### src/sv/rau_pkg.sv
package rau_pkg;

    localparam int unsigned OPERAND_WIDTH_DEF = 32;
    localparam int unsigned FIELD_W           = 32;
    localparam int unsigned KIND_W            = 2;
    localparam int unsigned STATUS_W          = 2;

    typedef enum logic [KIND_W-1:0] {
        KIND_ADD = 2'd0,
        KIND_SUB = 2'd1,
        KIND_MUL = 2'd2,
        KIND_DIV = 2'd3
    } kind_t;

    typedef enum logic [STATUS_W-1:0] {
        STAT_OK       = 2'd0,
        STAT_ZERO_DEN = 2'd1,
        STAT_OVERFLOW = 2'd2
    } status_t;

    // classification handed from the front part to the back part
    typedef struct packed {
        logic zero_den;
        logic num_neg;
        logic den_neg;
    } rau_flags_t;

    localparam int unsigned FLAGS_W = $bits(rau_flags_t);

endpackage

### src/sv/rau_front.sv
module rau_front #(
    parameter int unsigned W = rau_pkg::OPERAND_WIDTH_DEF
) (
    input  logic                 clk,
    input  logic                 rst_n,
    input  logic                 in_valid,
    output logic                 in_ready,
    input  rau_pkg::kind_t       in_kind,
    input  logic [W-1:0]         in_ln,
    input  logic [W-1:0]         in_ld,
    input  logic [W-1:0]         in_rn,
    input  logic [W-1:0]         in_rd,
    output logic                 push_valid,
    input  logic                 push_ready,
    output rau_pkg::rau_flags_t  push_flags,
    output logic [2*W-1:0]       push_num,
    output logic [2*W-1:0]       push_den
);

    localparam int unsigned PW = 2 * W;

    typedef enum logic [5:0] {
        F_IDLE = 6'b000001,
        F_MUL0 = 6'b000010,
        F_MUL1 = 6'b000100,
        F_MUL2 = 6'b001000,
        F_SUM  = 6'b010000,
        F_PUSH = 6'b100000
    } fstate_t;

    function automatic logic [W-1:0] mag_of(input logic [W-1:0] x);
        mag_of = x[W-1] ? (~x + W'(1)) : x;
    endfunction

    fstate_t        st_reg, st_next;
    rau_pkg::kind_t kind_reg;
    logic [W-1:0]   lnm_reg, ldm_reg, rnm_reg, rdm_reg;
    logic           lns_reg, lds_reg, rns_reg, rds_reg;
    logic [PW-1:0]  p0_reg, p2_reg, pd_reg;
    logic           p0x_reg, p2x_reg, pdx_reg;
    logic [PW-1:0]  num_reg, den_reg;
    rau_pkg::rau_flags_t flags_reg;

    logic [W-1:0]   mul_a, mul_b;
    logic           mul_x;
    logic [PW-1:0]  prod;

    logic           an, bn, p0_ge;
    logic [PW-1:0]  sum_mag;
    logic           sum_neg;

    // shared multiplier, one product a cycle
    always_comb
    begin
        mul_a = lnm_reg;
        mul_b = rdm_reg;
        mul_x = lns_reg ^ rds_reg;
        case (st_reg)
            F_MUL0:
            begin
                mul_a = lnm_reg;
                mul_b = (kind_reg == rau_pkg::KIND_MUL) ? rnm_reg : rdm_reg;
                mul_x = lns_reg ^ ((kind_reg == rau_pkg::KIND_MUL) ? rns_reg : rds_reg);
            end
            F_MUL1:
            begin
                mul_a = ldm_reg;
                mul_b = (kind_reg == rau_pkg::KIND_DIV) ? rnm_reg : rdm_reg;
                mul_x = lds_reg ^ ((kind_reg == rau_pkg::KIND_DIV) ? rns_reg : rds_reg);
            end
            F_MUL2:
            begin
                mul_a = rnm_reg;
                mul_b = ldm_reg;
                mul_x = rns_reg ^ lds_reg;
            end
            default:
            begin
                mul_a = lnm_reg;
                mul_b = rdm_reg;
                mul_x = lns_reg ^ rds_reg;
            end
        endcase
        prod = {{W{1'b0}}, mul_a} * {{W{1'b0}}, mul_b};
    end

    // signed-magnitude add or subtract of the two cross products
    always_comb
    begin
        an    = p0x_reg & (p0_reg != '0);
        bn    = (p2x_reg ^ (kind_reg == rau_pkg::KIND_SUB)) & (p2_reg != '0);
        p0_ge = p0_reg >= p2_reg;
        if (an == bn)
        begin
            sum_mag = p0_reg + p2_reg;
            sum_neg = an;
        end
        else if (p0_ge)
        begin
            sum_mag = p0_reg - p2_reg;
            sum_neg = an;
        end
        else
        begin
            sum_mag = p2_reg - p0_reg;
            sum_neg = bn;
        end
        if (sum_mag == '0)
        begin
            sum_neg = 1'b0;
        end
    end

    always_comb
    begin
        st_next = st_reg;
        case (st_reg)
            F_IDLE: if (in_valid) st_next = F_MUL0;
            F_MUL0: st_next = F_MUL1;
            F_MUL1:
            begin
                if (kind_reg == rau_pkg::KIND_ADD || kind_reg == rau_pkg::KIND_SUB)
                    st_next = F_MUL2;
                else
                    st_next = F_SUM;
            end
            F_MUL2: st_next = F_SUM;
            F_SUM:  st_next = F_PUSH;
            F_PUSH: if (push_ready) st_next = F_IDLE;
            default: st_next = F_IDLE;
        endcase
    end

    always_ff @(posedge clk or negedge rst_n)
    begin
        if (!rst_n)
            st_reg <= F_IDLE;
        else
            st_reg <= st_next;
    end

    always_ff @(posedge clk)
    begin
        if (st_reg == F_IDLE && in_valid)
        begin
            kind_reg <= in_kind;
            lnm_reg  <= mag_of(in_ln);
            ldm_reg  <= mag_of(in_ld);
            rnm_reg  <= mag_of(in_rn);
            rdm_reg  <= mag_of(in_rd);
            lns_reg  <= in_ln[W-1];
            lds_reg  <= in_ld[W-1];
            rns_reg  <= in_rn[W-1];
            rds_reg  <= in_rd[W-1];
            p2_reg   <= '0;
            p2x_reg  <= 1'b0;
        end
        if (st_reg == F_MUL0)
        begin
            p0_reg  <= prod;
            p0x_reg <= mul_x;
        end
        if (st_reg == F_MUL1)
        begin
            pd_reg  <= prod;
            pdx_reg <= mul_x;
        end
        if (st_reg == F_MUL2)
        begin
            p2_reg  <= prod;
            p2x_reg <= mul_x;
        end
        if (st_reg == F_SUM)
        begin
            den_reg            <= pd_reg;
            flags_reg.zero_den <= (pd_reg == '0);
            flags_reg.den_neg  <= pdx_reg & (pd_reg != '0);
            if (kind_reg == rau_pkg::KIND_ADD || kind_reg == rau_pkg::KIND_SUB)
            begin
                num_reg           <= sum_mag;
                flags_reg.num_neg <= sum_neg;
            end
            else
            begin
                num_reg           <= p0_reg;
                flags_reg.num_neg <= an;
            end
        end
    end

    assign in_ready   = (st_reg == F_IDLE);
    assign push_valid = (st_reg == F_PUSH);
    assign push_flags = flags_reg;
    assign push_num   = num_reg;
    assign push_den   = den_reg;

endmodule

### config.mk
export PLATFORM = sky130hd
export DESIGN_NAME = rau_front
export DESIGN_NICKNAME = d
export VERILOG_FILES = /design/src/sv/rau_pkg.sv /design/src/sv/rau_front.sv
export SDC_FILE = /design/constraint.sdc
export NUM_CORES = 2
export LEC_CHECK = 0
export CORE_MARGIN = 1.5
export CORE_UTILIZATION = 38
export CTS_BUF_LIST = sky130_fd_sc_hd__clkbuf_4
export CTS_CLUSTER_DIAMETER = 80
export DETAILED_ROUTE_END_ITERATION = 7
export DONT_BUFFER_PORTS = 1
export HOLD_SLACK_MARGIN = 0.15
export PLACE_DENSITY = 0.51
export SLEW_MARGIN = 25
export SYNTH_ARGS = -nofsm -noshare
export SYNTH_HDL_FRONTEND = slang
export SYNTH_SLANG_ARGS = --single-unit
### constraint.sdc
create_clock -name clk -period 20.8 [get_ports clk]
set_clock_uncertainty 0.05 [all_clocks]
set_input_delay 0 -clock clk [delete_from_list [all_inputs] [get_ports clk]]
set_output_delay 0 -clock clk [all_outputs]
set_load 0.02 [all_outputs]
==> Yosys cells after proc, flatten, opt, wreduce, memory -nomap -nowiden <==
Index checks and enable logic that the tools add are counted.
{ "op_classes": {"reduce_logical": 10, "bitwise_logic": 11, "n_eq_ne": 12, "multipliers": 1, "order_cmp": 1, "mux": 26, "add_sub_neg": 7} }
{ "ops": {"columns": ["cell", "n"], "rows": [
  ["$mux W64", 5],
  ["$reduce_bool A64 Y1", 3],
  ["$add A32 B1 Y32 const B", 4],
  ["$logic_not A64 Y1", 2],
  ["$not A32 Y32", 4],
  ["$sub A64 B64 Y64", 2],
  ["$mux W31", 4],
  ["$pmux W32 S3", 1],
  ["$add A64 B64 Y64", 1],
  ["$ge A64 B64 Y1", 1],
  ["$mul A32 B32 Y64", 1],
  ["$mux W32", 2],
  ["$pmux W32 S2", 1],
  ["$pmux W6 S6", 1],
  ["$mux W6", 2],
  ["$mux W1", 8],
  ["$eq A6 B1 Y1 const B", 1],
  ["$eq A6 B2 Y1 const B", 1],
  ["$eq A6 B3 Y1 const B", 1],
  ["$eq A6 B4 Y1 const B", 1],
  ["$eq A6 B5 Y1 const B", 1],
  ["$eq A6 B6 Y1 const B", 1],
  ["$mux W5", 1],
  ["$eq A2 B2 Y1 const B", 2],
  ["12 further kinds", 17]
]} }
{ "word_totals": {"output_inout_bits": 133, "word_cells": 93, "regBits": 466} }

==> Logic depth before layout (Yosys ltp) <==
{ "depth": {"word_depth": 8, "mapped_depth": 41, "mapped_depth_nobuf": 39} }

==> Least setup slack after synthesis <==
Ideal clock, no wire load.
{ "synth_path": {"kind": "reg-to-reg", "startpoint": "reg st_reg[5]", "endpoint": "reg p2_reg[60] (data pin)", "arrival_ns": 10.879, "setup_ns": 0.255, "path_stages_with_launch": 35, "path_buffers": 3, "setup_slack_ns": 9.616, "cell_sequence": "dfrtp_1 -> nor2_1 -> nand2_1 -> nor3b_1 -> clkbuf_1 -> clkbuf_1 -> a221o_1 -> clkbuf_1 -> nand2_1 -> fa_1 -> inv_1 -> fa_1 -> fa_1 -> inv_1 -> fa_1 -> inv_1 -> fa_1 -> fa_1 -> fa_1 -> inv_1 -> fa_1 -> inv_1 -> ha_1 -> and2_1 -> and3_1 -> and3_1 -> a221oi_1 -> a211oi_1 -> o21ai_1 -> a31o_2 -> o21ai_1 -> a221o_1 -> o41a_1 -> xor2_1 -> and2_1"} }
{ "synth_between": {"elab_chain_len": 4, "word_cells_on_any_way": 7, "cone_classes": "mul (1); eq/ne (3); mux (3)"} }
{ "synth_lines": {"columns": ["element", "line_no", "rtl"], "rows": [
  ["start: declaration", "rau_front.sv:35", "fstate_t st_reg, st_next;"],
  ["start signal: assignment", "rau_front.sv:139", "st_reg <= st_next;"],
  ["$eq A6 B4 Y1 (tied with other cells)", "rau_front.sv:58", "case (st_reg)"],
  ["$pmux W32 S3 / $pmux W32 S2 (equally long branches)", "rau_front.sv:58", null],
  ["$mul A32 B32 Y64 (*)", "rau_front.sv:84", "prod = {{W{1'b0}}, mul_a} * {{W{1'b0}}, mul_b};"],
  ["named net prod[60]", "rau_front.sv:46", "logic [PW-1:0] prod;"],
  ["$mux W64 (*)", "rau_front.sv:168", "if (st_reg == F_MUL2)"],
  ["end signal: assignment", "rau_front.sv:170", "p2_reg <= prod;"],
  ["end: declaration", "rau_front.sv:39", "logic [PW-1:0] p0_reg, p2_reg, pd_reg;"]
]} }
Mark *: on every way through the listed nets, which the timed path passes. The rest lies on a longest branch.
A chain may end at the register's enable or synchronous reset.

==> Final worst setup path <==
{ "layout_path": {"startpoint": "reg st_reg[1]", "endpoint": "reg p2_reg[61] (data pin)"} }
The elaborated chain is that of the path after synthesis.

==> metrics.md <==
| Metric | Value |
|---|---|
| YS warnings | `0` |
| DR WL met2 | `122 mm` |
| Number of setup violations in the final report | `0` |
| Tmin final | `between 10 and 15 ns` |
| Max-Cap Viols | `0` |
| CP max stage delay | `0.97 ns` |
| Post-layout net count | `8693` |
| Gr usage total | `0.308` |
| Fin. max-slew vios | `0` |
| Synth area leader | `fa_1` |
| Worst rel slew slack | `0.214` |
| Final RePlAce weighted congestion | `0.963` |
| CTS Buf Count | `130` |
| CTS tree | `built` |
| Worst EP required | `21.63 ns` |
| Violated checks | `design-rule violations` |
| Post-synth EDFFs | `460` |
| Status | `finished, violations left` |
| Most common cell on crit path | `fa_1` |
| Setup Buffers After CTS | `0` |
| Slowest CP cell | `a221o_1` |
| Die outline height | `411 um` |
| Seq/Total Area, Yosys | `0.221` |
| Most frequent cells in the layout | `inv_1, fa_1, nor2_1` |
| Actual slew at the worst max-slew pin | `1.18 ns` |
| Register clock-pin slew on the reported worst setup and hold paths | `roughly 0.06 ns` |
| Met3 wire length | `20.3 mm` |
| Number of global-route vias before repair | `55723` |
| # port buffers | `0` |
| I/O pin cnt | `267` |
| CTS HTree Levels | `4` |
| First-pass GRT wire length | `around 380 mm` |
| Detailed router's first-iteration violation count | `4934` |
| Layout cells sized above 1 | `0.0643` |
| M1 WL | `around 110 mm` |
| Worst-path fanout max | `63` |
| Clock sink count | `around 470` |
| Setup repair after global routing missed its margin | `false` |
| Top Layer Used | `met5` |
| Most common cell after layout, fill and taps aside | `inv_1` |
| DIE WIDTH | `between 400 and 500 um` |
| Final HPWL from detailed placement | `204 mm` |
| Syn Inst Count | `6883` |
| CTS resizes | `0` |
| Mean post-synth cell area | `around 9 um^2` |
| Critical path arrival | `~13 ns` |
| Antenna violations before repair | `12` |
| Layout area overhead | `13.3%` |
| CTS root buf | `clkbuf_4` |
| Die footprint | `169000 um^2` |
| DR vias | `54058` |
| Pre-antenna DRT Iters | `8` |
| Worst skew pair latency | `roughly 1.2 ns` |
| Yosys reg bits | `between 400 and 500` |
| Initial Util | `0.383` |
| Site Rows | `149` |
| Wire per inst | `27.6 um` |
| Largest cells by area after synthesis | `fa_1, edfxtp_1, ha_1` |
| Synth top area share | `0.284` |
| Pin count of the biggest net entering global routing | `83` |
| Worst Setup End Kind | `flip-flop` |
| Core ar. | `165000 um^2` |
| Setup_tns | `0 ns` |
| Fillers | `16234` |
| Antenna viol nets, final | `0` |
| CP Class | `flip-flop to flip-flop` |
| Clock Path Buffers | `3` |
| Syn Nets | `8373` |
| Gr ovfl total | `0` |
| Vias per cell | `between 5 and 6` |
| Fin crit share | `0.568` |
| Synth Flop Type | `edfxtp_1` |
| Max Fclk | `0.0846 GHz` |
| CTS Hold Bufs | `394` |
| Critical path launch point type | `flip-flop` |
| Residual DRC | `19` |
| Worst Hold Class | `input pin to flip-flop` |
| Synth cell types | `~100` |
| Async S/R FF share, synth | `0.0129` |
| Mapped Area | `63300 um^2` |
| Total Wirelength | `262 mm` |
| Fin. Hold Viols | `0` |
-- Yosys cell counts (all sizes together), types with 18 or more instances --
cell and number:
nand2b 43, nand4 66, buf 69, a21oi 326, and3 18, and2 137, edfxtp 460, a221oi 72
o211ai 31, nor2 836, or2 20, a221o 65, o21ai 263, nor4 105, a21o 54, or4 26
clkbuf 269, fa 899, nor2b 34, o21bai 52, o31ai 72, nand3 54, a31oi 41, or3 29
ha 457, nor3 66, inv 1105, o21a 42, xor2 29, nand2 682, xnor2 202, o41ai 26
a211oi 52
-- critical path, delay by kind of cell (launching register included) --
kind | cells | cell delay [ns]
DFF | 1 | 0.40
buffers and inverters | 5 | 1.70
adders and majority gates | 9 | 4.31
xor gates and xnor gates | 1 | 0.15
and+or+nand+nor | 5 | 1.26
AOI/OAI and AO/OA | 12 | 3.62
-- metrics by stage --
| stage | cell area, um^2 | setup slack, ns | hold slack [ns] | util | instances |
|---|---|---|---|---|---|
| finish | 71700 | 8.98 | 0.262 | 0.434 | 9496 |
| global route | 71700 | 8.41 | 0.185 | 0.434 | 9493 |
| CTS | 71700 | 8.99 | 0.156 | 0.434 | 9479 |
| detailed placement | 66100 | 9.03 | -0.345 | 0.400 | 8861 |
| global placement | 66100 | 9.13 | -0.345 | 0.400 | 8860 |
| floorplan | 63300 | 9.62 | -0.346 | - | 6883 |
-- cell type report --
type,instances,area [um^2],area share
antenna,12,30.0,0.000419
sequential,466,14000,0.195
clock inverter,50,330,0.00460
clock buffer,174,1310,0.0182
inverter,1107,4160,0.0580
timing repair buffer,526,4920,0.0686
tap,2189,2740,0.0382
multi-input combinational,4972,44300,0.617
-- kinds of logic after synthesis --
group	count (synthesis)	synth area share
XOR/XNOR	231	0.0322
flip-flops	466	0.221
AND/OR/NAND/NOR	2144	0.152
buffers and inverters	1445	0.0873
multiplexers	18	0.00294
AO/OA/AOI/OAI	1223	0.130
adder cells (fa/ha/maj)	1356	0.375
-- routing by layer --
| layer | GRT usage | up-vias |
|---|---|---|
| met5 | 0 | - |
| met4 | 0.154 | 8 |
| met3 | 0.0556 | 609 |
| met2 | 0.501 | 2693 |
| met1 | 0.392 | 27242 |
| li1 | - | 23506 |
-- final timing paths --
check | from | end | cells past startpoint | slack [ns]
min in group asynchronous | rst_n | st_reg[3]$_DFFE_PN0P_ | 4 | 0.74
worst max-delay path | st_reg[1]$_DFFE_PN0P_ | p2_reg[61]$_SDFFCE_PP0P_ | 32 | 8.98
worst min-delay path | in_ln[21] | lnm_reg[21]$_DFFE_PP_ | 3 | 0.26
worst max register to register | st_reg[1]$_DFFE_PN0P_ | p2_reg[61]$_SDFFCE_PP0P_ | 32 | 8.98
max in group asynchronous | rst_n | st_reg[0]$_DFFE_PN1P_ | 4 | 19.68
worst min register to register | pd_reg[53]$_DFFE_PN_ | push_den[53]$_DFFE_PP_ | 0 | 0.40
Power is left out: the tool's default activity adds up to more than one toggle a clock period on the data nets, which glitch-free logic cannot reach.
