$ cat src/sv/rau_queue.sv
module rau_queue #(
    parameter int unsigned DW = 8
) (
    input  logic          clk,
    input  logic          rst_n,
    input  logic          wr_valid,
    output logic          wr_ready,
    input  logic [DW-1:0] wr_data,
    output logic          rd_valid,
    input  logic          rd_ready,
    output logic [DW-1:0] rd_data
);

    logic [DW-1:0] slot_reg [2];
    logic          wp_reg, rp_reg;
    logic [1:0]    cnt_reg;
    logic          do_wr, do_rd;

    assign wr_ready = (cnt_reg != 2'd2);
    assign rd_valid = (cnt_reg != 2'd0);
    assign do_wr    = wr_valid & wr_ready;
    assign do_rd    = rd_valid & rd_ready;
    assign rd_data  = slot_reg[rp_reg];

    always_ff @(posedge clk)
    begin
        if (do_wr)
            slot_reg[wp_reg] <= wr_data;
    end

    always_ff @(posedge clk or negedge rst_n)
    begin
        if (!rst_n)
        begin
            wp_reg  <= 1'b0;
            rp_reg  <= 1'b0;
            cnt_reg <= 2'd0;
        end
        else
        begin
            if (do_wr) wp_reg <= ~wp_reg;
            if (do_rd) rp_reg <= ~rp_reg;
            if (do_wr && !do_rd)
                cnt_reg <= cnt_reg + 2'd1;
            else if (do_rd && !do_wr)
                cnt_reg <= cnt_reg - 2'd1;
        end
    end

endmodule

$ cat config.mk
export PLATFORM = sky130hd
export DESIGN_NAME = rau_queue
export DESIGN_NICKNAME = d
export VERILOG_FILES = /design/src/sv/rau_queue.sv
export SDC_FILE = /design/constraint.sdc
export NUM_CORES = 1
export LEC_CHECK = 0
export BUFFER_PORTS_ARGS = -buffer_cell sky130_fd_sc_hd__buf_2
export CORE_MARGIN = 2
export CORE_UTILIZATION = 24
export DETAILED_ROUTE_END_ITERATION = 8
export PLACE_DENSITY_LB_ADDON = 0.1
export SLEW_MARGIN = 10
export SYNTH_ARGS = -nofsm -noshare
export SYNTH_HDL_FRONTEND = slang
export SYNTH_SLANG_ARGS = --single-unit
$ cat constraint.sdc
create_clock -name clk -period 1.5 [get_ports clk]
set_input_delay 0.075 -clock clk [delete_from_list [all_inputs] [get_ports clk]]
set_output_delay 0.075 -clock clk [all_outputs]
set_load 0.01 [all_outputs]
## Word-level counts from Yosys, hierarchy flattened

Memories as Yosys holds them, arrays and structs flattened.
Index checks and enable logic that the tools add are counted.

- Register bits: 4
- Memory bits (writable): 16
- Input port bits: 12
- Output and inout bits: 10
- Memories kept: 1

- Add/subtract/negate cells: 2
- Equal/unequal tests: 1
- Muxes and demuxes: 4
- Bitwise logic cells: 4
- Reduce and logical (&&, ||, !) cells: 6

Memory list:

| name | depth | width | read ports | clocked after Yosys merged registers in | wr ports | line | source |
|---|---|---|---|---|---|---|---|
| slot_reg | 2 | 8 | 1 | 0 | 1 | 14 | `logic [DW-1:0] slot_reg [2];` |

Operator list:

| cell | count |
|---|---|
| $mux W2 | 2 |
| $reduce_bool A2 Y1 | 2 |
| $add A2 B1 Y2 const B | 1 |
| $and A1 B1 Y1 | 2 |
| $logic_and A1 B1 Y1 | 2 |
| $logic_not A1 Y1 | 2 |
| $mux W1 | 2 |
| $ne A2 B2 Y1 const B | 1 |
| $not A1 Y1 | 2 |
| $sub A2 B1 Y2 const B | 1 |

## Longest topological paths before layout

Gate-level depths: netlist of the first run.

- Word-level depth: 6
- Depth in mapped cells: 7
- Mapped depth without buffers: 7

## Worst setup path before layout of the first run

OpenSTA, ideal clock, no wires.

- Kind: flip-flop to flip-flop
- From: register cnt_reg[0]
- To: memory slot_reg[0][0] (enable)
- Library setup time: 0.370 ns
- Arrival time: 1.016 ns
- Setup slack: 0.114 ns
- Stages on the path, launching flop included: 4
- Period minus slack after synthesis: 1.386 ns
- Path through: dfrtp_1 nand2b_4 nand2_1 nor2_1

- Word-level cells in the longest chain between the ends: 4

Ends and longest elaborated chain:

| item | line | source |
|---|---|---|
| start: declaration | 16 | `logic [1:0] cnt_reg;` |
| start signal: assignment | 44 | `cnt_reg <= cnt_reg + 2'd1;` |
| start signal: assignment | 46 | `cnt_reg <= cnt_reg - 2'd1;` |
| $ne A2 B2 Y1 | 19 | `assign wr_ready = (cnt_reg != 2'd2);` |
| via wr_ready | 7 | `output logic wr_ready,` |
| $and A1 B1 Y1 | 21 | `assign do_wr = wr_valid & wr_ready;` |
| $mux W1 | 27 | `if (do_wr)` |
| $mux W1 (not written as such) | 28 | `slot_reg[wp_reg] <= wr_data;` |
| end: declaration | 14 |  |

The timed path passes the listed nets, and every way through them passes these cells.

## Worst setup path after layout of the first run

- From: register cnt_reg[1]
- To: register cnt_reg[1]

- Word-level cells in the longest chain between the ends: 5
- Elaborated cells on any way between the ends: 13
- Those cells by class: 2 x add/sub; 1 x eq/ne; 2 x mux; 2 x bitwise; 6 x reduce/logical

Ends and longest elaborated chain:

| item | line |
|---|---|
| $ne A2 B2 Y1 / $reduce_bool A2 Y1 (equally long branches) | 19, 20 |
| $and A1 B1 Y1, on equally long branches | 21, 22 |
| $logic_not A1 Y1, on equally long branches | 45, 43 |
| $logic_and A1 B1 Y1, on equally long branches | 45, 43 |
| $reduce_bool A2 Y1 (no source line) / $mux W2 (equally long branches) | n/a |

Several ways; a longest one is shown, not always the timed one. The select of a mux whose other input is x is not followed.
A chain may end at the register's enable or synchronous reset.

==> flow_results.org, run 1 <==
** Status
- The run finished with clean final reports.

** Place
- The congestion estimate from routability-driven global placement came to 0.633.
- Half-perimeter wire length after placement :: 952 µm
- Dpl ws :: 54.2 ps
- Number of port buffers :: 21

** STA
- The worst pin sits at a relative slew slack of 0.839.
- Final clock skew :: 6.01 ps
- Maximum frequency from static timing analysis :: 0.710 GHz
- Dividing the final minimum period by the clock period gives 0.939.
- Count of endpoints failing setup in the final report :: 0
- The count of pins over their slew limit was 0.
- Actual slew at the worst max-slew pin :: 242 ps
- Smallest setup slack after layout :: 91.4 ps
- RSZ-0062 raised after global routing :: no
- Post-route setup TNS :: 0 ps
- Endpoints failing hold :: 0
- Fin crit period :: 1410 ps
- Hold timing on the final database bottoms out at a slack of 26.6 ps.

** Worst setup path
- Data arrival time at the worst-slack endpoint :: 1590 ps
- The worst setup path is launched from a flip-flop.
- Endpoint class of the critical path :: flip-flop
- The setup path with the least slack is of type flip-flop to flip-flop.
- STA puts the critical path data required time at 1680 ps.
- Max Fanout on Critical Path :: 3

** CTS
- Number of buffers between clock root and the deepest sink :: 2
- Clock tree from TritonCTS :: done
- In this run the number of H-tree levels came out at 1.
- Clk pin slew, worst setup/hold paths :: 100 ps
- Later-pin clock latency in the skew report :: 290 ps
- Clock sink count :: 20
- Total CTS buffers :: 3
- Cell at the root of the clock tree :: clkbuf_4

** Pwr
- Power Density :: 1810 nW/µm²
- Sw frac :: 0.290
- Of the total power, registers draw 0.441.
- The worst-case IR drop observed on VDD is 668 µV.
- Leakage power :: 0.448 nW
- Net load switching power :: 0.000587 W
- The share of total power dissipated in the clock network is 0.212.
- Internal power comes to 0.00143 W.
- Combinational group share of total power :: 0.347

** Die
- Die ar. :: 3750 µm²
- In this run the vertical extent of the chip is 61.3 µm.
- Initial Util :: 0.256
- The total area inside the core boundary comes to 3080 µm².
- The initialized floorplan defines 20 standard-cell rows.
- During I/O placement, the number of pins put on the boundary was 22.
- Chip width :: 61.3 µm

** Yosys
- Mean post-synth cell area :: 18.3 µm²
- Number of instances in the synthesized netlist :: 43
- The Yosys step of the flow raised 0 warnings.
- Distinct cell type count of the synthesized netlist :: 14
- Top cell type's share of synthesized area :: 0.610
- In this run the cell area of the synthesized design comes to 787 µm².
- Synthesized netlist net count :: 56
- Counting flops and latches in the post-synthesis netlist gives 20.
- edfxtp_1 takes more of the synthesized area than any other cell.
- Sorting the synthesized cells by area gives the leading types as edfxtp_1 (61%), dfrtp_1 (13%), mux2_2 (11%), xnor2_1 (3.3%), xor2_1 (2.2%).
- The share of the Yosys chip area taken by registers is 0.738.

** Routing
- After detailed routing, the number of remaining DRC violations is 0.
- Detailed router's first-iteration violation count :: 7
- Count of TritonRoute iterations in the first routing pass :: 6
- The detail route stage leaves a number of antenna-violating nets equal to 0.
- In the final routed layout, each cell accounts on average for 11.2 µm.
- In the routed layout, each cell is associated on average with a via count of 3.80.
- DRT Wirelength :: 1.38 mm
- The routed layout has 467 vias.

** Cells and area
- Summing all flip-flop and latch instances after layout gives 582 µm².
- The library cells used most frequently in the layout, excluding fill and tap cells, are buf_2 (21), edfxtp_1 (16), dlygate4sd3_1 (9).
- Layout fillers :: 320
- Fraction of final layout cells sized beyond drive strength 1 :: 0.532
- Most common cell after layout, fill and taps aside :: buf_2
- Count of inserted antenna diode cells :: 0
- Layout-stage area growth over the synthesis result :: 41.5%
- The register with the most flip-flops in the layout has 16 of them.
- Area taken by multi-input logic gates :: 203 µm²
- Post-layout net count :: 93

** GRT
- Across every metal layer, demand over resource in global routing totals 0.0873.
- Initial antenna violation count :: 0
- First-pass GRT wire length :: 2.24 mm
- Global routing finished with a remaining overflow of 0.
- Entering global routing, the biggest net connects 13 pins.
- The via count of the first global-routing pass is 493.

** Job
- Max-cap violation count :: 0

** Hold path
- Worst Hold Class :: primary input to flip-flop
==> power by group through the flow <==
stage / Combinational [W] / Sequential, W / Clock (W)
detailed placement: 0.000655 / 0.000916 / 0
floorplan: 0.000481 / 0.000845 / 0
global route: 0.000766 / 0.000912 / 0.000482
global placement: 0.000653 / 0.000909 / 0
CTS: 0.000678 / 0.000904 / 0.000451
finish: 0.000701 / 0.000890 / 0.000428
==> worst max-delay path, cell delays in order, from the launching register on <==
cell and delay (ps):
dfrtp_1 450, or2_4 260, nand2_4 70, ha_1 150, xor2_1 180, nor2_2 50, xor2_1 140
==> timing repair <==
item,4_1_cts,5_1_grt
hold endpoints to repair,20,0
hold buffers,9,0
setup endpoints to repair,8,1
setup buffers,0,1
gates resized for setup,1,2
==> final timing paths <==
path,start,to,slack [ps],depth (start not counted)
hold reg to reg,wp_reg$_DFFE_PN0P_,wp_reg$_DFFE_PN0P_,500,1
max in group asynchronous,rst_n,rp_reg$_DFFE_PN0P_,1250,2
setup / recovery,cnt_reg[1]$_DFFE_PN0P_,cnt_reg[1]$_DFFE_PN0P_,90,6
setup reg to reg,cnt_reg[1]$_DFFE_PN0P_,cnt_reg[1]$_DFFE_PN0P_,90,6
hold / removal,rd_ready,rp_reg$_DFFE_PN0P_,30,3
min in group asynchronous,rst_n,wp_reg$_DFFE_PN0P_,110,2
==> per-stage QoR <==
step,utilization,power [W],cells,area [µm²]
after detailed placement,0.311,0.00157,109,957
after CTS,0.358,0.00203,122,1100
final,0.362,0.00202,123,1110
after floorplan,-,0.00133,43,787
after global placement,0.311,0.00156,109,957
after global routing,0.362,0.00216,123,1110
==> final cells by class <==
cell class                 instances  area share
clock buffer                       3      0.0202
clock inverter                     1      0.0270
sequential                        20       0.522
multi-input combinational         21       0.182
tap                               44      0.0494
timing repair buffer              33       0.196
inverter                           1     0.00337
==> synth_stat cells, drive strengths merged <==
| cell type | number |
|---|---|
| nor2 | 2 |
| ha | 1 |
| mux2 | 8 |
| xnor2 | 3 |
| edfxtp | 16 |
| inv | 1 |
| dfrtp | 4 |
| xor2 | 2 |
| or2 | 1 |
| nand2 | 2 |
| nand2b | 1 |
| buf | 1 |
| and3 | 1 |
==> metal layers <==
layer  vias to the layer above  track usage  part of all wire
met3                         2       0.0462             0.062
met2                        14        0.147              0.52
met1                       225       0.0983              0.41
met5                         -            0                 0
met4                         0       0.0186            0.0080
li1                        226            -                 -
==> cell families after synthesis <==
family / Yosys count / share of synthesized area
buffers and inverters: 2 / 0.0111
and+or+nand+nor: 7 / 0.0652
xor gates and xnor gates: 5 / 0.0557
adders and majority gates: 1 / 0.0159
DFF: 20 / 0.738
muxes: 8 / 0.114
Power figures use the tool's default switching activity.
==> inputs of run 2 (changes only) <==
- BUFFER_PORTS_ARGS: -buffer_cell sky130_fd_sc_hd__buf_2 -> -buffer_cell sky130_fd_sc_hd__buf_4
- CORE_MARGIN: 2 -> 5
- SLEW_MARGIN: 10 -> 30
==> run 2 against run 1 <==
Net effect: combinational power grew 11%; non-clock buffer count is the same; die area grew 21%; via count shrank 6.2%.
==> flow_results.org, run 2 (same netlist as run 1, synthesis figures left out) <==
** Status
- The run finished with clean final reports.

** Routing
- Number of nets with antenna violations after routing :: 0 (unchanged)
- DRT Wirelength :: 1.38 mm (about the same)
- Detailed router's first-iteration violation count :: 14 (+7)
- The mean routed wirelength per cell is 11.2 µm (about the same).
- The remaining routing DRC violations was 0 (unchanged).
- Routed vias/inst :: 3.56 (-6.2%)
- The total via count in the routed design is 438 (-6.2%).
- Count of TritonRoute iterations in the first routing pass :: 4 (-2)

** Worst setup path
- The required arrival time at the worst endpoint is 1420 ps (-260 ps).
- The worst setup path is captured at a primary output.
- The critical path goes through mux2_2 -> buf_4.
- Largest stage delay on the critical path :: 520 ps (+70 ps)
- The worst setup path is launched from a flip-flop.
- Crit Path Category :: flip-flop to primary output
- Among all stages on the critical path, the largest delay is contributed by dfrtp_2.
- The arrival time at the worst endpoint was 1320 ps (-270 ps).
- The maximum net fanout on the critical path came to 9 (+6).

** CTS
- Clock tree from TritonCTS :: done
- The clock sink count is 20 (unchanged).
- CTS H-tree lvls :: 1 (unchanged)
- The worst-case clock buffer depth is 2 (unchanged).
- Cell at the root of the clock tree :: clkbuf_4
- The clock latency at the later pin of the worst-skew pair was 300 ps (about the same).
- The TritonCTS buffer count is 3 (unchanged).
- Clk pin slew, worst setup/hold paths :: 120 ps (+20 ps)

** GRT
- The initial antenna violation count is 0 (unchanged).
- Pin count of the biggest net entering global routing :: 13 (unchanged)
- Number of global-route vias before repair :: 496 (+0.61%)
- First-pass GRT wire length :: 2.37 mm (+5.8%)
- Overall Global Routing Usage :: 0.0724 (-0.0149)
- Leftover overflow at the end of global routing :: 0 (unchanged)

** Pwr
- Power Density :: 1800 nW/µm² (-0.77%)
- The combinational power share is 0.368 (+0.021).
- Sw frac :: 0.284 (-0.00630)
- The leakage power of the design was 0.469 nW (+4.7%).
- The switching component of the power came to 0.000598 W (+2.0%).
- Clock power share :: 0.210 (-0.002)
- Register share of total power :: 0.422 (-0.019)
- Internal power component :: 0.00151 W (+5.2%)
- Maximum resistive drop on vdd :: 662 µV (-0.94%)

** STA
- Relative slew slack :: 0.848 (+0.00910)
- RSZ-0062 raised after global routing :: no
- The portion of the clock cycle consumed by the worst path in the final layout was 0.933 (-0.00621).
- The final critical delay including setup and external delays came to 1400 ps (-9.32 ps).
- The aggregate negative setup slack came to 0 ps (unchanged).
- Count of endpoints failing setup in the final report :: 0 (unchanged)
- Actual slew at the worst max-slew pin :: 228 ps (-13.6 ps)
- The highest attainable clock frequency was 0.715 GHz (+0.67%).
- The count of pins over their slew limit came to 0 (unchanged).
- Endpoints failing hold :: 0 (unchanged)
- Final clock skew :: 4.16 ps (-1.85 ps)

** Die
- FP Rows :: 20 (unchanged)
- The overall die height is 67.3 µm (+9.8%).
- The area of the die came to 4520 µm² (+21%).
- The standard cell core area was 3100 µm² (+0.81%).
- The number of placed I/O pins came to 22 (unchanged).
- Initial Util :: 0.254 (-0.00206)
- The x dimension of the die came to 67.3 µm (+9.8%).

** Job
- The number of violations of the max-capacitance limit was 0 (unchanged).

** Cells and area
- Layout fillers :: 314 (-1.9%)
- Flip-flop count of the largest register, all copies and words added :: 16 (unchanged)
- Final core utilization :: 0.377 (+0.0152)
- The area growth from synthesis to layout is 48.6%.
- Count of inserted antenna diode cells :: 0 (unchanged)
- Most common cell after layout, fill and taps aside :: buf_4
- The number of nets in the finished design was 93 (unchanged).
- Fraction of final layout cells sized beyond drive strength 1 :: 0.532 (unchanged)
- Top library cells by usage in the layout, fill and taps aside :: buf_4 (24), edfxtp_1 (16), dlygate4sd3_1 (9)

** Hold path
- The path class of the tightest hold or removal check is primary input to flip-flop.

** Place
- Half-perimeter wire length after placement :: 978 µm (+2.6%)
- Final estimated routing congestion in global placement :: 0.681 (+7.6%)
- Number of port buffers :: 21 (unchanged)
[run 2: worst paths after layout]
check | start | end | slack [ps] | depth (start not counted)
min | rd_ready | rp_reg$_DFFE_PN0P_ | 20 | 3
max | rp_reg$_DFFE_PN0P_ | rd_data[6] | 100 | 2
max reg2reg | cnt_reg[1]$_DFFE_PN0P_ | cnt_reg[1]$_DFFE_PN0P_ | 110 | 6
min in group asynchronous | rst_n | cnt_reg[0]$_DFFE_PN0P_ | 110 | 2
max in group asynchronous | rst_n | rp_reg$_DFFE_PN0P_ | 1280 | 2
min reg2reg | wp_reg$_DFFE_PN0P_ | wp_reg$_DFFE_PN0P_ | 500 | 1
[run 2: cell type report]
class / instances / area, µm² / area share
sequential: 20 / 583 / 0.498
timing repair buffer: 33 / 270 / 0.231
inverter: 1 / 3.75 / 0.00321
multi-input combinational: 21 / 205 / 0.175
clock buffer: 3 / 22.5 / 0.0193
tap: 44 / 55.1 / 0.0471
clock inverter: 1 / 30.0 / 0.0257
[run 2: critical path: cells and delay by family, from the launching register on]
family   cells  cell delay, ps
buf+inv      1             140
flops        1             520
mux          1             370
[run 2: through the flow]
step                      hold WS (ps)  cells  instance area, µm²  setup WS (ps)  power [W]
after global routing              14.6    123                1170          0.935    0.00225
after CTS                         22.5    122                1150           51.9    0.00210
after floorplan                   -221     43                 787            114    0.00133
after global placement            -122    109                1010           62.2    0.00165
final                             24.3    123                1170            101    0.00211
after detailed placement          -124    109                1010           76.3    0.00165
[run 2: per-layer routing]
metal | routed length, µm | track usage | vias up
met4 | 10 | 0.0380 | 0
met1 | 577 | 0.0838 | 203
met3 | 77 | 0.0216 | 2
li1 | - | - | 226
met5 | 0 | 0 | -
met2 | 715 | 0.120 | 7
[run 2: power by group through the flow]
| stage | logic, W | registers [W] | clock network, W |
|---|---|---|---|
| after CTS | 0.000754 | 0.000903 | 0.000448 |
| after detailed placement | 0.000733 | 0.000913 | 0 |
| after global placement | 0.000739 | 0.000908 | 0 |
| after global routing | 0.000863 | 0.000913 | 0.000472 |
| after floorplan | 0.000481 | 0.000845 | 0 |
| final | 0.000775 | 0.000889 | 0.000442 |
[run 2: what timing repair did]
action	4_1_cts	5_1_grt
hold buffers	9	0
resized for setup	1	3
buffers inserted	0	1
pin swaps	0	1
endpoints found under the hold margin	20	0
endpoints found under the setup margin	8	1
