--- config.mk ---
export PLATFORM = sky130hd
export DESIGN_NAME = rau_back
export DESIGN_NICKNAME = d
export VERILOG_FILES = /design/src/sv/rau_pkg.sv /design/src/sv/rau_back.sv
export SDC_FILE = /design/constraint.sdc
export NUM_CORES = 1
export LEC_CHECK = 0
export BUFFER_PORTS_ARGS = -buffer_cell sky130_fd_sc_hd__buf_2
export CORE_ASPECT_RATIO = 0.75
export CORE_UTILIZATION = 30
export CTS_BUF_LIST = sky130_fd_sc_hd__clkbuf_8
export CTS_CLUSTER_SIZE = 12
export DETAILED_ROUTE_END_ITERATION = 10
export PLACE_DENSITY = 0.56
export SLEW_MARGIN = 15
export SYNTH_ARGS = -nofsm -noshare
export SYNTH_HDL_FRONTEND = slang
export SYNTH_SLANG_ARGS = --single-unit
export TNS_END_PERCENT = 5
--- constraint.sdc ---
create_clock -name clk -period 22.6 [get_ports clk]
set_input_delay 1.13 -clock clk [delete_from_list [all_inputs] [get_ports clk]]
set_output_delay 1.13 -clock clk [all_outputs]
set_load 0.02 [all_outputs]
--- src/sv/rau_pkg.sv ---
package rau_pkg;

    localparam int unsigned OPERAND_WIDTH_DEF = 32;
    localparam int unsigned FIELD_W           = 32;
    localparam int unsigned KIND_W            = 2;
    localparam int unsigned STATUS_W          = 2;

    typedef enum logic [KIND_W-1:0] {
        KIND_ADD = 2'd0,
        KIND_SUB = 2'd1,
        KIND_MUL = 2'd2,
        KIND_DIV = 2'd3
    } kind_t;

    typedef enum logic [STATUS_W-1:0] {
        STAT_OK       = 2'd0,
        STAT_ZERO_DEN = 2'd1,
        STAT_OVERFLOW = 2'd2
    } status_t;

    // classification handed from the front part to the back part
    typedef struct packed {
        logic zero_den;
        logic num_neg;
        logic den_neg;
    } rau_flags_t;

    localparam int unsigned FLAGS_W = $bits(rau_flags_t);

endpackage

--- src/sv/rau_back.sv ---
module rau_back #(
    parameter int unsigned W = rau_pkg::OPERAND_WIDTH_DEF
) (
    input  logic                 clk,
    input  logic                 rst_n,
    input  logic                 pop_valid,
    output logic                 pop_ready,
    input  rau_pkg::rau_flags_t  pop_flags,
    input  logic [2*W-1:0]       pop_num,
    input  logic [2*W-1:0]       pop_den,
    output logic                 res_valid,
    input  logic                 res_ready,
    output logic [W-1:0]         res_num,
    output logic [W-1:0]         res_den,
    output rau_pkg::status_t     res_status
);

    localparam int unsigned PW    = 2 * W;
    localparam int unsigned CNT_W = $clog2(PW);
    localparam logic [PW-1:0] LIM = PW'(1) << (W - 1);

    typedef enum logic [4:0] {
        B_IDLE = 5'b00001,
        B_GCD  = 5'b00010,
        B_DIVN = 5'b00100,
        B_DIVD = 5'b01000,
        B_OUT  = 5'b10000
    } bstate_t;

    bstate_t          st_reg;
    logic [PW-1:0]    a_reg, b_reg, nq_reg, dq_reg, qn_reg;
    logic [PW-1:0]    rem_reg, quo_reg;
    logic [CNT_W-1:0] cnt_reg;
    logic             nneg_reg, dneg_reg, zero_reg;
    logic             vld_reg;
    logic [W-1:0]     onum_reg, oden_reg;
    rau_pkg::status_t ostat_reg;

    logic [PW:0]      rem_sh;
    logic             ge;
    logic [PW-1:0]    rem_nx, quo_nx;
    logic             cnt_last, out_free, fit_n, fit_d;

    always_comb
    begin
        rem_sh   = {rem_reg, quo_reg[PW-1]};
        ge       = rem_sh >= {1'b0, b_reg};
        rem_nx   = ge ? PW'(rem_sh - {1'b0, b_reg}) : rem_sh[PW-1:0];
        quo_nx   = {quo_reg[PW-2:0], ge};
        cnt_last = (cnt_reg == CNT_W'(PW - 1));
        out_free = !vld_reg || res_ready;
        fit_n    = (qn_reg < LIM) || (nneg_reg && qn_reg == LIM);
        fit_d    = (quo_reg < LIM) || (dneg_reg && quo_reg == LIM);
    end

    assign pop_ready = (st_reg == B_IDLE);

    always_ff @(posedge clk or negedge rst_n)
    begin
        if (!rst_n)
        begin
            st_reg  <= B_IDLE;
            vld_reg <= 1'b0;
        end
        else
        begin
            if (st_reg == B_OUT && out_free)
                vld_reg <= 1'b1;
            else if (res_ready)
                vld_reg <= 1'b0;
            case (st_reg)
                B_IDLE:
                begin
                    if (pop_valid)
                        st_reg <= pop_flags.zero_den ? B_OUT : B_GCD;
                end
                B_GCD:
                begin
                    if (a_reg == '0 || a_reg == b_reg)
                        st_reg <= B_DIVN;
                end
                B_DIVN: if (cnt_last) st_reg <= B_DIVD;
                B_DIVD: if (cnt_last) st_reg <= B_OUT;
                B_OUT:
                begin
                    if (out_free)
                        st_reg <= B_IDLE;
                end
                default: st_reg <= B_IDLE;
            endcase
        end
    end

    always_ff @(posedge clk)
    begin
        case (st_reg)
            B_IDLE:
            begin
                a_reg    <= pop_num;
                b_reg    <= pop_den;
                nq_reg   <= pop_num;
                dq_reg   <= pop_den;
                nneg_reg <= pop_flags.num_neg;
                dneg_reg <= pop_flags.den_neg;
                zero_reg <= pop_flags.zero_den;
            end
            B_GCD:
            begin
                // binary gcd step; common twos leave both parts as well
                if (a_reg == '0 || a_reg == b_reg)
                begin
                    rem_reg <= '0;
                    quo_reg <= nq_reg;
                    cnt_reg <= '0;
                end
                else if (!a_reg[0] && !b_reg[0])
                begin
                    a_reg  <= a_reg >> 1;
                    b_reg  <= b_reg >> 1;
                    nq_reg <= nq_reg >> 1;
                    dq_reg <= dq_reg >> 1;
                end
                else if (!a_reg[0])
                    a_reg <= a_reg >> 1;
                else if (!b_reg[0])
                    b_reg <= b_reg >> 1;
                else if (a_reg > b_reg)
                    a_reg <= (a_reg - b_reg) >> 1;
                else
                    b_reg <= (b_reg - a_reg) >> 1;
            end
            B_DIVN:
            begin
                rem_reg <= cnt_last ? '0 : rem_nx;
                quo_reg <= cnt_last ? dq_reg : quo_nx;
                cnt_reg <= cnt_last ? '0 : cnt_reg + CNT_W'(1);
                if (cnt_last)
                    qn_reg <= quo_nx;
            end
            B_DIVD:
            begin
                rem_reg <= rem_nx;
                quo_reg <= quo_nx;
                cnt_reg <= cnt_reg + CNT_W'(1);
            end
            B_OUT:
            begin
                if (out_free)
                begin
                    if (zero_reg)
                    begin
                        onum_reg  <= '0;
                        oden_reg  <= '0;
                        ostat_reg <= rau_pkg::STAT_ZERO_DEN;
                    end
                    else if (!fit_n || !fit_d)
                    begin
                        onum_reg  <= '0;
                        oden_reg  <= '0;
                        ostat_reg <= rau_pkg::STAT_OVERFLOW;
                    end
                    else
                    begin
                        onum_reg  <= nneg_reg ? (~qn_reg[W-1:0] + W'(1)) : qn_reg[W-1:0];
                        oden_reg  <= dneg_reg ? (~quo_reg[W-1:0] + W'(1)) : quo_reg[W-1:0];
                        ostat_reg <= rau_pkg::STAT_OK;
                    end
                end
            end
            default:
            begin
                cnt_reg <= '0;
            end
        endcase
    end

    assign res_valid  = vld_reg;
    assign res_num    = onum_reg;
    assign res_den    = oden_reg;
    assign res_status = ostat_reg;

    // the gcd divisor never reaches zero while iterating
    a_gcd_b_nonzero: assert property (@(posedge clk) disable iff (!rst_n)
        st_reg == B_GCD |-> b_reg != '0)
        else $error("gcd divisor reached zero");

    // reduction is exact: the denominator division leaves no remainder
    a_exact_div: assert property (@(posedge clk) disable iff (!rst_n)
        st_reg == B_DIVD && cnt_last |=> rem_reg == '0)
        else $error("inexact reduction");

    // a good result never carries a zero denominator
    a_ok_den: assert property (@(posedge clk) disable iff (!rst_n)
        vld_reg && ostat_reg == rau_pkg::STAT_OK |-> oden_reg != '0)
        else $error("ok result with zero denominator");

    // a zero-denominator item skips the gcd and division
    a_zero_skip: assert property (@(posedge clk) disable iff (!rst_n)
        st_reg == B_IDLE && pop_valid && pop_flags.zero_den |=> st_reg == B_OUT)
        else $error("zero denominator entered gcd");

endmodule
Word level (Yosys, flattened, before mapping)
Cells that the tools add are included.
Widths: inputs -> output; s select.
{"block": "op_classes", "mux": 40, "addsub": 6, "reduce_logical": 30, "bitwise_logic": 3, "eq_ne": 20, "n_lt_le_gt_ge": 4}
{"cell": "$mux 64", "n": 19}
{"cell": "$pmux 64 s2", "n": 4}
{"cell": "$pmux 64 s3", "n": 2}
{"cell": "$sub 64x64->64", "n": 3}
{"cell": "$eq 64x32->1 const B", "n": 2}
{"cell": "$lt 64x32->1 const B", "n": 2}
{"cell": "$ge 65x64->1", "n": 1}
{"cell": "$add 32x1->32 const B", "n": 2}
{"cell": "$eq 64x64->1", "n": 1}
{"cell": "$gt 64x64->1", "n": 1}
{"cell": "$logic_not 64->1", "n": 1}
{"cell": "$mux 32", "n": 2}
{"cell": "$not 32->32", "n": 2}
{"cell": "$mux 5", "n": 6}
{"cell": "$pmux 5 s5", "n": 1}
{"cell": "$pmux 6 s4", "n": 1}
{"cell": "$ne 2x2->1 const B", "n": 7}
{"cell": "$mux 6", "n": 2}
{"cell": "$ne 4x4->1 const B", "n": 3}
{"cell": "$reduce_and 2->1", "n": 5}
{"cell": "$reduce_and 4->1", "n": 2}
{"cell": "$add 6x1->6 const B", "n": 1}
{"cell": "$eq 6x6->1 const B", "n": 1}
{"cell": "$reduce_and 3->1", "n": 2}
{"cell": "16 further kinds", "n": 30}
{"block": "totals", "regBits": 529, "in_bits": 135, "word_cells": 121, "output_inout_bits": 68}

Depth between registers and ports, before layout
Gate-level depths: netlist of the first run.
{"block": "depth", "word_depth": 7, "mapped_depth": 16, "mapped_depth_nobuf": 15}

Least setup slack after synthesis of the first run
Ideal clock, no wire load.
{"block": "synth_path", "path_kind": "reg-to-reg", "start": "register a_reg[53]", "end": "register quo_reg[0] (enable)", "synth_period_minus_slack_ps": 12369, "arrival_ps": 11559, "path_buffers": 1, "stages_incl_launch_ff": 11, "slack_ps": 10231, "setup_time_ps": 810, "path_cell_list": "edfxtp_1 -> inv_1 -> ha_1 -> clkbuf_1 -> nand2_1 -> nor2_1 -> nand3_1 -> or3_1 -> nor4_1 -> or3_1 -> a21boi_0"}
{"block": "synth_via", "elab_chain_len": 4, "elab_cells_between_ends": 5, "classes_between": "2 x eq/ne; 3 x reduce/logical"}
{"element": "start, declared", "line": "rau_back.sv:31", "source": "logic [PW-1:0] a_reg, b_reg, nq_reg, dq_reg, qn_reg;"}
{"element": "start signal, assigned", "line": "rau_back.sv:99", "source": "a_reg <= pop_num;"}
{"element": "start signal, assigned", "line": "rau_back.sv:118", "source": "a_reg <= a_reg >> 1;"}
{"element": "start signal, assigned", "line": "rau_back.sv:124", "source": "a_reg <= a_reg >> 1;"}
{"element": "$eq 64x64->1 or $logic_not 64->1 (tied branches)", "line": "rau_back.sv:110", "source": "if (a_reg == '0 || a_reg == b_reg)"}
{"element": "$logic_or 1x1->1 *", "line": "rau_back.sv:110"}
{"element": "$ne 2x2->1 (no source line) *"}
{"element": "$reduce_and 2->1 (no source line) *"}
{"element": "end signal, assigned", "line": "rau_back.sv:113", "source": "quo_reg <= nq_reg;"}
{"element": "end signal, assigned", "line": "rau_back.sv:135", "source": "quo_reg <= cnt_last ? dq_reg : quo_nx;"}
{"element": "end signal, assigned", "line": "rau_back.sv:143", "source": "quo_reg <= quo_nx;"}
{"element": "end, declared", "line": "rau_back.sv:32", "source": "logic [PW-1:0] rem_reg, quo_reg;"}
Mark *: on every way between the ends. The rest lies on a longest branch, timed or not.
A chain may end at the register's enable or synchronous reset.

==> summary.md, run 1 <==
The post-synthesis net count was 4066; the layout cell share with drive strength beyond 1 was 0.102. The tools report the standard-cell row count as 107. In the routed layout, each cell is associated on average with a via count of 5.56. The logs give 0.339 for the final core utilization and 37100 sq um for the placement-stage cell area. The area share of the leading cell type in the synthesized netlist is 0.452. The flow ran to the end, and the final reports show no timing, DRC or antenna violations.

The I/O pin count came out at 203. Synthesis instantiated 82 different standard cells from the library. The tools report the weighted congestion reported at the end of routability-driven placement as 0.987.

The critical path's most frequent cell was sky130_fd_sc_hd__nand2_1. For the total wirelength of the detailed-routed design, the log shows 131000 um. The tools report the post-CTS setup repair buffer count as 0. The run gives 0 as the total of warnings raised by yosys. The final critical path time including I/O delays and setup is 5.95 ns. The run gives 0.456 as the sequential fraction of the synthesis area. Clock tree synthesis inserted a total of 85 buffers. The clock drives 529 sinks.

For this run, the post-layout net count is 4170. The number of instances in the synthesized netlist was 3731; the die width was 395 um. The area overhead of the layout relative to synthesis was 11.5%. The flip-flop and latch count after synthesis came out at 529.

The tools report the worst clock skew as 0.0356 ns. For the maximum number of pins on one net before global-route repair, the log shows 80. The mapped cell area came out at 34800 sq um. The count of hold-fix buffers inserted at cts was 0. The overall track demand over capacity in global routing came out at 0.215. After detailed routing, the average wire length per cell comes to 24.0 um. In the layout the commonest cells are 638 x sky130_fd_sc_hd__nand2_1, 523 x sky130_fd_sc_hd__edfxtp_1, 316 x sky130_fd_sc_hd__a21oi_1, 263 x sky130_fd_sc_hd__o21ai_0, 258 x sky130_fd_sc_hd__inv_1. For the effective utilization at floorplan, the log shows 0.304. STA puts the critical path data arrival time at 6.53 ns.

The clock passes through at most 3 buffers. After clock tree synthesis, the clock-pin slew on the worst setup and hold paths is 0.07 ns. In this run, synthesis inferred 523 flip-flops with an integrated enable.

For the final-report max-slew violation count, the log shows 0. TritonCTS built the clock tree. Final setup slack of the worst path: 16.65 ns. For this run, the top clock speed supported by timing is 168 MHz.

The worst slew margin relative to its limit is 0.193. After detailed routing, the number of remaining DRC violations is 0. Walking the worst path, the cells encountered are inv_1, ha_1, nand2_1, nor3_1, nand4_1, nor4_1, o32a_1, o21ai_2, nor2_2, buf_4, nand2_1, o21ai_0. The number of hold violations in the final report was 0. The type of the worst min-delay path is in2async.

The portion of the clock cycle consumed by the worst path in the final layout is 0.263, and the max capacitance violation total is 0. The first detailed-routing pass ran for 7 iterations. CTS placed an instance of sky130_fd_sc_hd__clkbuf_8 at the clock tree root. Summed over all layers, the global routing overflow is 0. The delay contributed by the slowest stage of the critical path is 0.80 ns. The first global-routing pass estimated 191000 um of wire. The detail route stage leaves a number of antenna-violating nets equal to 0.

The total area inside the core boundary comes to 114000 sq um. For the number of antenna violations at the first check in global routing, the log shows 10. The tools report the required time reported for the critical path endpoint as 23.17 ns. The critical path is of the reg2reg type. The mean area per synthesized cell is 9.32 sq um. Setup repair after global routing left no endpoint under its margin. The critical path's slowest cell is sky130_fd_sc_hd__edfxtp_1. Among all flip-flop cells after synthesis, the most frequent one is sky130_fd_sc_hd__edfxtp_1.

The total die area was 117000 sq um; the via count was 30174. After routing the design area is 38800 sq um. The number of cells upsized or downsized after cts was 0; the worst-case reg-to-reg path depth was 12. For the count of endpoints failing setup in the final report, the log shows 0. The die height came out at 297 um. Port buffering added 202 buffers. Most frequent standard cell in the layout excluding fill and tap cells: sky130_fd_sc_hd__nand2_1.

The async set-reset flop share out of synthesis was 0.0113. In this run the critical register-to-register path is captured at b_reg[41]. For the placed wire-length estimate after detailed placement, the log shows 98000 um.

CTS built an H-tree with a depth of 3. Of all cell types, the one taking the most synthesized area is sky130_fd_sc_hd__edfxtp_1. The accumulated negative setup slack is 0 ns. The beginning of the worst register-to-register path is a_reg[46].

At the placement stage, the worst setup path has a slack of 17.03 ns. The number of inserted filler cells in the final layout is 11797, and the worst setup slack for register-to-register paths is 16.65 ns. The number of global-route vias before repair is 28178, and the number of DRC markers after the initial detailed-route iteration is 3578.

At the pin with the least slew margin, the transition time is 1.18 ns. The worst-path maximum fanout came out at 21. The kind of start point of the critical path was a flip-flop.

The worst setup path is captured at a flip-flop. For the worst-skew pair, the clock arrives at the later sink with an insertion delay of 0.79 ns. By area the synthesized netlist is led by sky130_fd_sc_hd__edfxtp_1 45%, sky130_fd_sc_hd__ha_1 7.1%, sky130_fd_sc_hd__nand2_1 6.9%.
cells in the mapped netlist, drive strengths merged, types with 6 or more instances:
library cell,count
nand2,638
edfxtp,523
a21oi,316
o21ai,275
inv,239
nor2,208
ha,197
clkbuf,178
xor2,122
xnor2,115
a21o,108
a22oi,89
nand4,65
a222oi,62
o21bai,50
nor3,48
nor4,47
nand3,44
buf,39
a211oi,28
nand2b,27
o31ai,27
a31oi,26
o21a,23
or3,22
nor2b,21
and3,15
and2,14
or4,14
o41ai,13
o211ai,12
or2,12
a221oi,11
a21boi,10
o31a,9
o221ai,7
and4,6
worst max-delay path: cells and delay by family (launching register included):
kind | cells | cell delay [ns]
AO/OA/AOI/OAI | 3 | 0.71
AND/OR/NAND/NOR | 6 | 2.99
buffers and inverters | 2 | 0.64
adder cells (fa/ha/maj) | 1 | 0.57
flip-flops | 1 | 0.80
through the flow:
| stage | cells | hold slack, ns |
|---|---|---|
| 2_1_floorplan | 3731 | 0.441 |
| 3_3_place_gp | 5274 | 0.480 |
| 3_5_place_dp | 5274 | 0.473 |
| 5_1_grt | 5430 | 0.133 |
| 4_1_cts | 5427 | 0.114 |
| 6_report | 5431 | 0.176 |
area by class of cell:
type	instances	area (sq um)	share of cell area
multi-input cells	2746	17200	0.444
flip-flops and latches	529	15900	0.409
repair buffers	234	1250	0.0323
diodes	4	10.0	0.000258
clock inverters	67	447	0.0115
clock buffers	86	1180	0.0305
inverters	239	897	0.0231
well taps	1526	1910	0.0493
how the worst max path moves through the flow:
| stage | to | cells past startpoint | from | slack [ns] |
|---|---|---|---|---|
| finish | b_reg[41] | 12 | a_reg[46] | 16.65 |
| global route | a_reg[44] | 13 | a_reg[46] | 16.61 |
| CTS | a_reg[41] | 12 | a_reg[46] | 16.99 |
| global placement | a_reg[56] | 12 | a_reg[47] | 17.10 |
| detailed placement | a_reg[55] | 12 | a_reg[46] | 17.03 |
| floorplan | quo_reg[0] | 10 | a_reg[53] | 10.23 |
cell families (layout without fill, tap and decap cells):
group	count (synthesis)	in the layout	synth area share
AOI/OAI and AO/OA	1111	1111	0.205
and+or+nand+nor	1193	1193	0.153
other	0	4	0
DFF	529	529	0.456
xor gates and xnor gates	237	237	0.0597
muxes	5	5	0.00144
adders and majority gates	200	200	0.0726
buffers and inverters	456	626	0.0513
layer usage:
layer / up-vias / part of all wire / global-route usage
li1: 13837 / - / -
met1: 14772 / 0.48 / 0.334
met2: 1394 / 0.41 / 0.297
met3: 171 / 0.089 / 0.0437
met4: 0 / 0.023 / 0.0538
met5: - / 0 / 0
Power of run 1 is not shown: default switching activity piles up to over one toggle a cycle in this logic, so the estimate is an artifact.
==> run 2: changes to the inputs <==
PLACE_DENSITY = 0.58   (was 0.56)
clock period = 5.2 ns   (was 22.6 ns; I/O delays follow)
==> run 2 against run 1 <==
Against the previous run:
- design area rose by 4.7%
- sequential share of layout area fell by 1.8 points
- fmax rose by 21%
- routed wire length rose by 1.5%
- clock skew rose by 0.0036 ns
- global-route usage rose by 0.27 points
- critical path depth did not move
- die area did not move
- non-clock buffer count rose by 181
- final cell count rose by 3.3%
- critical path type unchanged
- highest routed layer is now met5
==> summary.md, run 2 (same netlist as run 1, synthesis figures left out) <==
Routed wirelength normalized by instance count: 23.6 um. After floorplanning, the core was sized to cover 114000 sq um. Required time reported for the critical path endpoint: 5.58 ns. In this run the tool buffered the top-level ports with 202 buffer cells. The aggregate global routing overflow is 0, and the total clock sinks is 529. For the signal arrival time at the worst endpoint, the log shows 5.30 ns.

The run gives 0.282 ns as the worst setup slack before clock tree synthesis. Total stage count of the critical path: 12. The first global-routing pass estimated 194000 um of wire. Pin placement for this block handled 203 I/O pins.

The standard-cell row count was 107. On the critical path the largest part of the delay comes from simple AND/OR/NAND/NOR gates. The clock arrives with 0.0392 ns of skew. Critical path's slowest cell: sky130_fd_sc_hd__edfxtp_1. The overall track demand over capacity in global routing was 0.218; the die width was 395 um. The buffer type at the clock tree root was sky130_fd_sc_hd__clkbuf_8. The portion of the clock cycle consumed by the worst path in the final layout came out at 0.948. Worst-path maximum fanout: 24. Most frequent standard cell in the layout excluding fill and tap cells: sky130_fd_sc_hd__nand2_1. The finished cells cover 40600 sq um. The number of antenna violations at the first check in global routing was 5.

Once placement finished, the instance area stood at 37700 sq um. Hold is met by 0.0655 ns. After detailed routing, the number of vias per cell comes to 5.52. Layout cell share with drive strength beyond 1: 0.107. Setup repair after global routing left no endpoint under its margin.

The final critical path time including I/O delays and setup is 4.93 ns, and the length of the first detailed-routing pass in iterations is 9. After clock tree synthesis, the clock-pin slew on the worst setup and hold paths is 0.07 ns. Counting the buffers created by CTS gives 85. The final core utilization is 0.355. The worst hold path belongs to the class in2reg. Post-CTS timing repair inserted 0 buffers for setup. The die height came out at 297 um. The weighted congestion reported at the end of routability-driven placement is 0.985. The later pin in the worst-skew pair is clocked with a latency of 0.77 ns.

The floorplan step defined a die boundary enclosing 117000 sq um. Delay contributed by the slowest stage of the critical path: 0.74 ns. TritonCTS built the clock tree. The worst slew margin relative to its limit was 0.124. In this run, the number of DRC markers left after iteration 0 of detailed routing was 3526. Entering global routing, the biggest net connects 140 pins.

Critical path class: reg2reg. The run finished with clean final reports. Setup violations remaining at the end of the flow were counted as 0.

The clock tree synthesis step divided the H-tree into 3 levels. The measured slew at the worst slew-check pin came out at 1.30 ns. Final-report max-slew violation count: 0. From synthesis to final layout, the design area changed by 16.8%. The critical path's most frequent cell is sky130_fd_sc_hd__buf_4.

The number of global-route vias before repair is 28833. Based on the critical path, the design can be clocked at up to 203 MHz. The remaining design rule violation count is 0. In the layout the commonest cells are 638 x sky130_fd_sc_hd__nand2_1, 523 x sky130_fd_sc_hd__edfxtp_1, 316 x sky130_fd_sc_hd__a21oi_1, 264 x sky130_fd_sc_hd__inv_1, 263 x sky130_fd_sc_hd__o21ai_0.

The number of inserted filler cells in the final layout was 11674; the placed wire-length estimate after detailed placement was 99700 um. The critical path goes through inv_1, ha_1, nand2_1, nor3_1, nand4_1, nor4_2, o32a_1, o21ai_2, buf_4, a21oi_1, o21a_2, buf_4. Effective utilization at floorplan: 0.304. The worst-case reg-to-reg path depth was 12. The tools report the type of element capturing the critical path as a flip-flop. The via count was 30948. The antenna violation net count after detailed routing is 0. The number of hold violations in the final report is 0, and the number of buffers and inverters on the critical path is 3.

Max-cap violations in this run came to 0. The final setup slack of the worst path is 0.272 ns. The setup check on the worst reg-to-reg path leaves a slack of 0.27 ns. The clock passes through at most 3 buffers. Summed over all layers, the routed wires come to 133000 um.

The kind of start point of the critical path is a flip-flop. The worst hold path was traced through 3 stages. At the end of the flow, the number of nets in the layout was 4351.
[run 2: stage by stage]
| stage | cells | setup TNS (ns) |
|---|---|---|
| after floorplan | 3731 | -28.02 |
| after global placement | 5320 | 0 |
| after detailed placement | 5320 | 0 |
| after CTS | 5609 | 0 |
| after global routing | 5610 | 0 |
| final | 5611 | 0 |
[run 2: final cells by class]
type	count	area [sq um]	area share
repair buffers	415	3150	0.0775
clock buffers	85	1170	0.0288
diodes	2	5.00	0.000123
clock inverters	69	388	0.00955
multi-input cells	2746	17200	0.424
flip-flops and latches	529	15900	0.391
well taps	1526	1910	0.0470
inverters	239	897	0.0221
[run 2: layer usage]
layer  vias to the layer above  global-route usage  share of wire
met5                         -                   0       0.000098
met4                         2              0.0580          0.024
met3                       174              0.0391          0.086
met2                      1409               0.307           0.41
met1                     15169               0.336           0.47
li1                      14194                   -              -
[run 2: final timing paths]
| kind | startpoint | to |
|---|---|---|
| max | a_reg[47] | b_reg[42] |
| min | pop_den[43] | dq_reg[43] |
| max reg2reg | a_reg[47] | b_reg[42] |
| min reg2reg | quo_reg[47] | qn_reg[48] |
| max in group asynchronous | rst_n | st_reg[4] |
| min in group asynchronous | rst_n | st_reg[0] |
[run 2: what timing repair did]
action / 4_1_cts / 5_1_grt
hold endpoints to repair: 252 / 0
setup endpoints to repair: 0 / 16
hold buffers: 135 / 0
gates resized for setup: 0 / 1
[run 2: worst min-delay path, cell delays in order]
cell and delay [ns]:
sky130_fd_sc_hd__buf_2 0.07, sky130_fd_sc_hd__nand2_1 0.23, sky130_fd_sc_hd__nand2_1 0.16
Power of run 2 is left out for the same reason.
